===== config.mk =====
export PLATFORM = sky130hd
export DESIGN_NAME = mbhc_ctrl
export DESIGN_NICKNAME = d
export VERILOG_FILES = /design/src/rtl/mbhc_pkg.sv /design/src/rtl/mbhc_ctrl.sv
export SDC_FILE = /design/constraint.sdc
export NUM_CORES = 1
export LEC_CHECK = 0
export BUFFER_PORTS_ARGS = -buffer_cell sky130_fd_sc_hd__buf_2
export CORE_UTILIZATION = 48
export DETAILED_ROUTE_END_ITERATION = 7
export GPL_ROUTABILITY_DRIVEN = 0
export PLACE_DENSITY = 0.86
export RECOVER_POWER = 100
export SLEW_MARGIN = 30
export SYNTH_ARGS = -nofsm -noshare
export SYNTH_HDL_FRONTEND = slang
export SYNTH_SLANG_ARGS = --single-unit

===== constraint.sdc =====
create_clock -name clk -period 2.15 [get_ports clk]
set_clock_uncertainty 0.15 [all_clocks]
set_input_delay 0.1075 -clock clk [delete_from_list [all_inputs] [get_ports clk]]
set_output_delay 0.1075 -clock clk [all_outputs]
set_load 0.02 [all_outputs]

===== src/rtl/mbhc_pkg.sv =====
// Shared types and constants for the mesh bilinear height correction block.
// Used by the controller, the datapath and the top level; depends on nothing.
package mbhc_pkg;

	localparam int POS_W      = 21;
	localparam int SP_W       = 20;
	localparam int H_W        = 16;
	localparam int IDX_W      = 4;
	localparam int CFG_IDX_W  = 3;
	localparam int CFG_DATA_W = 21;
	localparam int BASE_W     = 27;
	localparam int OPB_W      = 28;
	localparam int OPA_W      = 48;
	localparam int CHUNK_W    = 16;
	localparam int PROD_W     = CHUNK_W + 1 + OPB_W;
	localparam int ACC_W      = 64;
	localparam int DEN_W      = 40;
	localparam int DIV_STEPS  = ACC_W;
	localparam int CNT_W      = 6;

	localparam logic signed [H_W-1:0] UNDEF_HEIGHT = 16'sh7FFF;

	localparam logic [CFG_IDX_W-1:0] REG_ORIGIN_X     = 3'd0;
	localparam logic [CFG_IDX_W-1:0] REG_ORIGIN_Y     = 3'd1;
	localparam logic [CFG_IDX_W-1:0] REG_SPACING_X    = 3'd2;
	localparam logic [CFG_IDX_W-1:0] REG_SPACING_Y    = 3'd3;
	localparam logic [CFG_IDX_W-1:0] REG_RAISE_ENABLE = 3'd4;
	localparam logic [CFG_IDX_W-1:0] REG_RAISE_VALUE  = 3'd5;

	typedef enum logic [3:0] {
		ST_IDLE,
		ST_CHECK,
		ST_SEARCH,
		ST_READ,
		ST_RWAIT,
		ST_UNDCHK,
		ST_MUL,
		ST_DRAIN,
		ST_SAVE,
		ST_DIVINIT,
		ST_DIV,
		ST_FIN
	} state_t;

	typedef enum logic [1:0] {
		KIND_WRITE,
		KIND_OFF,
		KIND_UNDEF,
		KIND_VALUE
	} kind_t;

	typedef enum logic [1:0] {
		SAVE_L0,
		SAVE_L1,
		SAVE_DEN,
		SAVE_NONE
	} save_t;

	// Products formed by the shared multiply-accumulate unit, in issue order.
	typedef enum logic [2:0] {
		P_Z00_AX,
		P_Z10_DX,
		P_Z01_AX,
		P_Z11_DX,
		P_SX_SY,
		P_L0_AY,
		P_L1_DY
	} mul_t;

	typedef struct packed {
		logic       load_item;
		logic       search_step;
		logic       prep;
		logic       rd_req;
		logic [1:0] rd_corner;
		logic       mac_go;
		mul_t       mac_sel;
		logic [1:0] mac_chunk;
		logic       acc_clr;
		save_t      save_sel;
		logic       div_init;
		logic       div_step;
		logic       out_load;
		kind_t      out_kind;
	} cmd_t;

	typedef struct packed {
		logic off_hit;
		logic undef_hit;
	} stat_t;

endpackage


===== src/rtl/mbhc_ctrl.sv =====
// Controller state machine: sequences cell search, corner reads, the multiply
// schedule and the divider. Depends on mbhc_pkg; drives the datapath by cmd_t.
module mbhc_ctrl #(
	parameter int GRID_COLS = 16,
	parameter int GRID_ROWS = 16
) (
	input  logic            clk,
	input  logic            arst_n,
	input  logic            in_valid,
	input  logic            action,
	output logic            in_ready,
	output logic            out_valid,
	input  logic            out_ready,
	input  mbhc_pkg::stat_t stat,
	output mbhc_pkg::cmd_t  cmd
);
	import mbhc_pkg::*;

	localparam int SRCH_N   = ((GRID_COLS > GRID_ROWS) ? GRID_COLS : GRID_ROWS) - 2;
	localparam int SRCH_CYC = (SRCH_N > 0) ? SRCH_N : 1;

	state_t           state_q, state_d;
	logic [CNT_W-1:0] cnt_q;
	mul_t             p_q;
	save_t            save_q;
	kind_t            kind_q;
	logic             out_valid_q;
	logic             accept;
	logic             fin_go;
	logic             group_end;

	assign in_ready  = (state_q == ST_IDLE);
	assign accept    = in_valid && in_ready;
	assign out_valid = out_valid_q;
	assign fin_go    = !out_valid_q || out_ready;
	assign group_end = (p_q == P_Z10_DX) || (p_q == P_Z11_DX) || (p_q == P_SX_SY)
		|| (p_q == P_L1_DY);

	always_comb begin
		state_d = state_q;
		unique case (state_q)
			ST_IDLE: begin
				if (accept) begin
					state_d = action ? ST_CHECK : ST_FIN;
				end
			end
			ST_CHECK:   state_d = stat.off_hit ? ST_FIN : ST_SEARCH;
			ST_SEARCH: begin
				if (cnt_q == CNT_W'(SRCH_CYC - 1)) begin
					state_d = ST_READ;
				end
			end
			ST_READ: begin
				if (cnt_q == CNT_W'(3)) begin
					state_d = ST_RWAIT;
				end
			end
			ST_RWAIT:   state_d = ST_UNDCHK;
			ST_UNDCHK:  state_d = stat.undef_hit ? ST_FIN : ST_MUL;
			ST_MUL: begin
				if (cnt_q == CNT_W'(2) && group_end) begin
					state_d = ST_DRAIN;
				end
			end
			ST_DRAIN:   state_d = (save_q == SAVE_NONE) ? ST_DIVINIT : ST_SAVE;
			ST_SAVE:    state_d = ST_MUL;
			ST_DIVINIT: state_d = ST_DIV;
			ST_DIV: begin
				if (cnt_q == CNT_W'(DIV_STEPS - 1)) begin
					state_d = ST_FIN;
				end
			end
			ST_FIN: begin
				if (fin_go) begin
					state_d = ST_IDLE;
				end
			end
			default:    state_d = ST_IDLE;
		endcase
	end

	always_comb begin
		cmd = '0;
		cmd.save_sel = SAVE_NONE;
		cmd.out_kind = kind_q;
		cmd.mac_sel  = p_q;
		unique case (state_q)
			ST_IDLE:    cmd.load_item = accept;
			ST_SEARCH:  cmd.search_step = 1'b1;
			ST_READ: begin
				cmd.prep      = 1'b1;
				cmd.rd_req    = 1'b1;
				cmd.rd_corner = cnt_q[1:0];
			end
			ST_UNDCHK:  cmd.acc_clr = 1'b1;
			ST_MUL: begin
				cmd.mac_go    = 1'b1;
				cmd.mac_chunk = cnt_q[1:0];
			end
			ST_SAVE: begin
				cmd.save_sel = save_q;
				cmd.acc_clr  = 1'b1;
			end
			ST_DIVINIT: cmd.div_init = 1'b1;
			ST_DIV:     cmd.div_step = 1'b1;
			ST_FIN:     cmd.out_load = fin_go;
			default: begin
			end
		endcase
	end

	always_ff @(posedge clk or negedge arst_n) begin
		if (!arst_n) begin
			state_q     <= ST_IDLE;
			cnt_q       <= '0;
			p_q         <= P_Z00_AX;
			save_q      <= SAVE_NONE;
			kind_q      <= KIND_WRITE;
			out_valid_q <= 1'b0;
		end else begin
			state_q <= state_d;
			// The chunk counter also restarts after each product in the multiply phase.
			if (state_q != state_d || (state_q == ST_MUL && cnt_q == CNT_W'(2))) begin
				cnt_q <= '0;
			end else begin
				cnt_q <= cnt_q + CNT_W'(1);
			end
			case (state_q)
				ST_IDLE:   kind_q <= action ? KIND_VALUE : KIND_WRITE;
				ST_CHECK:  kind_q <= stat.off_hit ? KIND_OFF : KIND_VALUE;
				ST_UNDCHK: begin
					kind_q <= stat.undef_hit ? KIND_UNDEF : KIND_VALUE;
					p_q    <= P_Z00_AX;
				end
				ST_MUL: begin
					if (cnt_q == CNT_W'(2)) begin
						if (p_q != P_L1_DY) begin
							p_q <= mul_t'(p_q + 3'd1);
						end
						case (p_q)
							P_Z10_DX: save_q <= SAVE_L0;
							P_Z11_DX: save_q <= SAVE_L1;
							P_SX_SY:  save_q <= SAVE_DEN;
							P_L1_DY:  save_q <= SAVE_NONE;
							default: begin
							end
						endcase
					end
				end
				default: begin
				end
			endcase
			if (cmd.out_load) begin
				out_valid_q <= 1'b1;
			end else if (out_ready) begin
				out_valid_q <= 1'b0;
			end
		end
	end

endmodule


; ---- Word level (Yosys, flattened, before mapping)
; Cells that the tools add are included.
[word_totals]
inputBits = 7
out_inout_bits = 22
reg_bits = 18
[op_classes]
reduce_logical = 17
add_sub_neg = 2
muxes = 32
n_eq_ne = 24
[op_table]
columns = op, count
row1 = $pmux 4 s12, 1
row2 = $mux 4, 10
row3 = $eq 4x3->1 const B, 4
row4 = $eq 4x4->1 const B, 4
row5 = $eq 6x2->1 const B, 2
row6 = $mux 1, 11
row7 = $eq 4x2->1 const B, 2
row8 = $mux 2, 4
row9 = $pmux 2 s4, 1
row10 = $add 6x1->6 const B, 1
row11 = $eq 3x3->1 const B, 2
row12 = $eq 6x4->1 const B, 1
row13 = $eq 6x6->1 const B, 1
row14 = $mux 3, 2
row15 = $mux 6, 1
row16 = $pmux 2 s3, 1
row17 = $pmux 3 s2, 1
row18 = $reduce_and 3->1, 2
row19 = $logic_or 1x1->1, 5
row20 = $eq 4x1->1 const B, 1
row21 = $logic_not 4->1, 1
row22 = $ne 4x4->1, 1
row23 = $reduce_bool 2->1, 2
row24 = $reduce_bool 4->1, 1
row25 = 11 further kinds, 13

; ---- Depth between registers and ports, before layout
[depth]
depth_word = 10
mapped_depth = 7
mapped_depth_nobuf = 7

; ---- Least setup slack after synthesis
; OpenSTA, ideal clock, no wires.
[synth_path]
path_kind = register to register
from = register cnt_q[1]
to = register cnt_q[5]
required_ns = 1.906
t_arrival_ns = 2.012
path_slack_ns = -0.106
path_buffers = 0
period_less_slack_ns = 2.256
setup_time_ns = 0.094
stages_incl_launch_ff = 8
path_cell_list = dfrtp_1 inv_1 ha_1 or4b_4 a2111oi_4 a211oi_2 a31o_4 a221oi_2
[synth_between]
elab_chain_len = 7
elab_cells_between_ends = 15
classes_between = add/sub (1) / eq/ne (5) / mux (6) / reduce/logical (3)
[synth_lines]
columns = item, line_no
row1 = start: declaration, mbhc_ctrl.sv:23  ; logic [CNT_W-1:0] cnt_q;
row2 = start signal: assignment, mbhc_ctrl.sv:126  ; cnt_q <= cnt_q + CNT_W'(1);
row3 = $eq 6x2->1, "mbhc_ctrl.sv:61, mbhc_ctrl.sv:123"
row4 = $logic_and 1x1->1, mbhc_ctrl.sv:61  ; if (cnt_q == CNT_W'(2) && group_end) begin
row5 = $mux 4, mbhc_ctrl.sv:61
row6 = $pmux 4 s12, mbhc_ctrl.sv:41  ; unique case (state_q)
row7 = $ne 4x4->1, mbhc_ctrl.sv:123  ; if (state_q != state_d || (state_q == ST_MUL && cnt_q == CNT_W'(2))) begin
row8 = $logic_or 1x1->1, mbhc_ctrl.sv:123
row9 = $mux 6 *, mbhc_ctrl.sv:123
; Mark *: on every way between the ends. The rest lies on a longest branch, timed or not.
; A chain may end at the register's enable or synchronous reset.

; ---- Worst setup path after layout
; Same ends and word-level chain as after synthesis.

==> impl_metrics.toml <==
[status]
outcome = "finished with violations"
violations = "setup timing"

[global_routing]
grt_max_degree = 19
grt_usage_pct = 27.6
grt_pass1_wl_mm = 5.83
grt_pass1_vias = 1278
antenna_found_initial = 0
overflow = 0

[sta]
finalCritPeriodShare_pct = 106
setup_viol_count_final = 6
period_needed_ns = 2.28
fmax_ghz = 0.439
fin_tns_setup_ns = -0.447
hold_viol_final = 0
maxSlewViolCount = 0
worstMarginPinSlew_ns = 1.03
setup_ws_ns = -0.130
rsz0062_at_grt = "true"
slew_headroom_pct = 31.3

[min_path]
hold_class = "input port to flip-flop"

[route]
routed_wl_mm = 3.75
ant_nets = 0
met1_length_mm = 1.60
wl_met2_mm = 1.84
via_per_inst = 6.14
drtIter0Drc = 33
vias = 1364
dr.pass1.iters = 4
highest_layer = "met4"
drc = 0
wire_per_inst_um = 16.9
dr_wl_met3_um = 205

[yosys]
synth_top_area_share_pct = 30.1
synth_seq_cells = 18
yosysMostFrequentCell = "dfrtp_1"
synthesis.nets = 161
yosysTopAreaCell = "dfrtp_1"
synthArstFlopShare_pct = 100
synth.area.top_cells = "dfrtp_1 30%, ha_1 7.5%, nor2_1 4.2%"
synth_commonest_cells = "16 x dfrtp_1, 15 x nor2_1, 10 x nand2_1, 8 x ha_1"
syn_area_um2 = 1330
yosys_warnings = 0
avgSynthCellArea_um2 = 9.11
synth_ff_type = "dfrtp_1"
synth_seq_area_share_pct = 34.1
synth_edf_count = 0
syn_inst = 146
synth_cell_types = 53

[clocking]
numClockSinks = 18
clk_latency_ns = 0.29
cts.clk_slew.worst_paths_ns = 0.10
cts-root-buf = "clkbuf_4"
htreeDepth = 1
cts_buffer_depth = 2
cts_made_buffers = 3
cts_tree = "built"

[place]
dpl_cell_area_um2 = 1590
dp.cells = 213
hpwlAfterDp_mm = 2.70
io_buffers = 28

[power_and_ir_drop]
p_leak_nw = 0.710
power.density_nw_per_um2 = 1050
peakVddDrop_v = 0.000746
report.power.total_mw = 1.78

[critical_path]
cp.required_ns = 2.20
cp-end-kind = "flip-flop"
critPathMaxFanout = 6
crit_type = "flip-flop to flip-flop"
startpoint_type = "flip-flop"
worstPathArrival_ns = 2.33

[floorplanning]
core_area_um2 = 2540
initial_core_util_pct = 52.3
die_x_um = 54.6
ioPinCount = 29
dieArea_um2 = 2990
rows = 18
die_y_um = 54.6

[final_layout]
post-route-util_pct = 66.3
drive_gt1_share_pct = 27.1
areaGrowthSynthToFinish_pct = 26.8
design_area_um2 = 1690
fin_cells = 222
final_nets = 208
num_antenna_cells = 0

[flow_run]
cap_violations = 0
-- registers in the layout, indices dropped and copies added (netlist names) --
signal and cells:
out_valid 1, state_q 4, save_q 2, kind_q 2
cnt_q 6, p_q 3
-- per-stage QoR --
stage | setup WS [ns] | hold slack, ns
after detailed placement | -0.0676 | -0.0806
final | -0.130 | 0.0128
after CTS | -0.0954 | 0.0114
after global routing | -0.238 | 0.0217
after floorplan | -0.0381 | -0.338
after global placement | -0.0167 | -0.0938
-- worst paths after layout --
path                           start         end  slack, ns  depth (start not counted)
min reg2reg                save_q[0]   save_q[0]       0.34                          2
max reg2reg                 cnt_q[1]    cnt_q[5]      -0.13                          7
min in group asynchronous     arst_n  state_q[1]       0.35                          2
max                         cnt_q[1]    cnt_q[5]      -0.13                          7
min                        out_ready   out_valid       0.01                          3
max in group asynchronous     arst_n  state_q[2]       0.81                          2
-- placed cells by master, fill, tap and decap left out, drive strengths merged, types with 6 or more instances in the layout --
cell type / n
clkbuf: 25
buf: 24
dfrtp: 16
nor2: 15
nand2: 10
inv: 8
o21ai: 8
ha: 8
nand2b: 7
a21oi: 6
a211oi: 6
-- cells by family (layout without fill, tap and decap cells) --
family / after synthesis / after routing / share of synthesized area [%]
mux: 1 / 1 / 0.753
compound gates: 41 / 41 / 25.1
xor+xnor: 3 / 3 / 1.98
fa+ha+maj: 8 / 8 / 7.53
simple gates: 61 / 61 / 25.6
buf+inv: 14 / 60 / 4.99
flops: 18 / 18 / 34.1
-- where the power goes --
group          leakage, nW  switching, mW  internal (mW)
clock               0.0150          0.107         0.0722
combinational        0.465          0.633          0.439
sequential           0.230          0.109          0.417
total                0.710          0.849          0.929
-- per-layer routing --
metal  vias up  global-route usage (%)
met5         -                       0
met4         0                    14.5
met3        14                    5.00
met2        58                    42.6
met1       659                    36.3
li1        633                       -
-- critical path: stages, from the launching register on --
cell	delay (ns)
dfrtp_1	0.40
inv_2	0.08
ha_4	0.12
or4b_4	0.47
a2111oi_4	0.33
a211oi_2	0.10
a31o_4	0.28
a221oi_2	0.27
-- cell type report --
class                      count  area [um2]
multi-input combinational    114         867
fill                         238         858
sequential                    18         455
timing repair buffer          48         270
tap                           30        37.5
inverter                       8        30.0
clock buffer                   4        26.3
-- what timing repair did --
action	4_1_cts	5_1_grt
setup endpoints to repair	6	18
hold endpoints to repair	19	0
gates resized for setup	5	6
hold buffers	3	0
pin swaps	2	2
buffers inserted	2	0
Power figures use the tool's default switching activity.
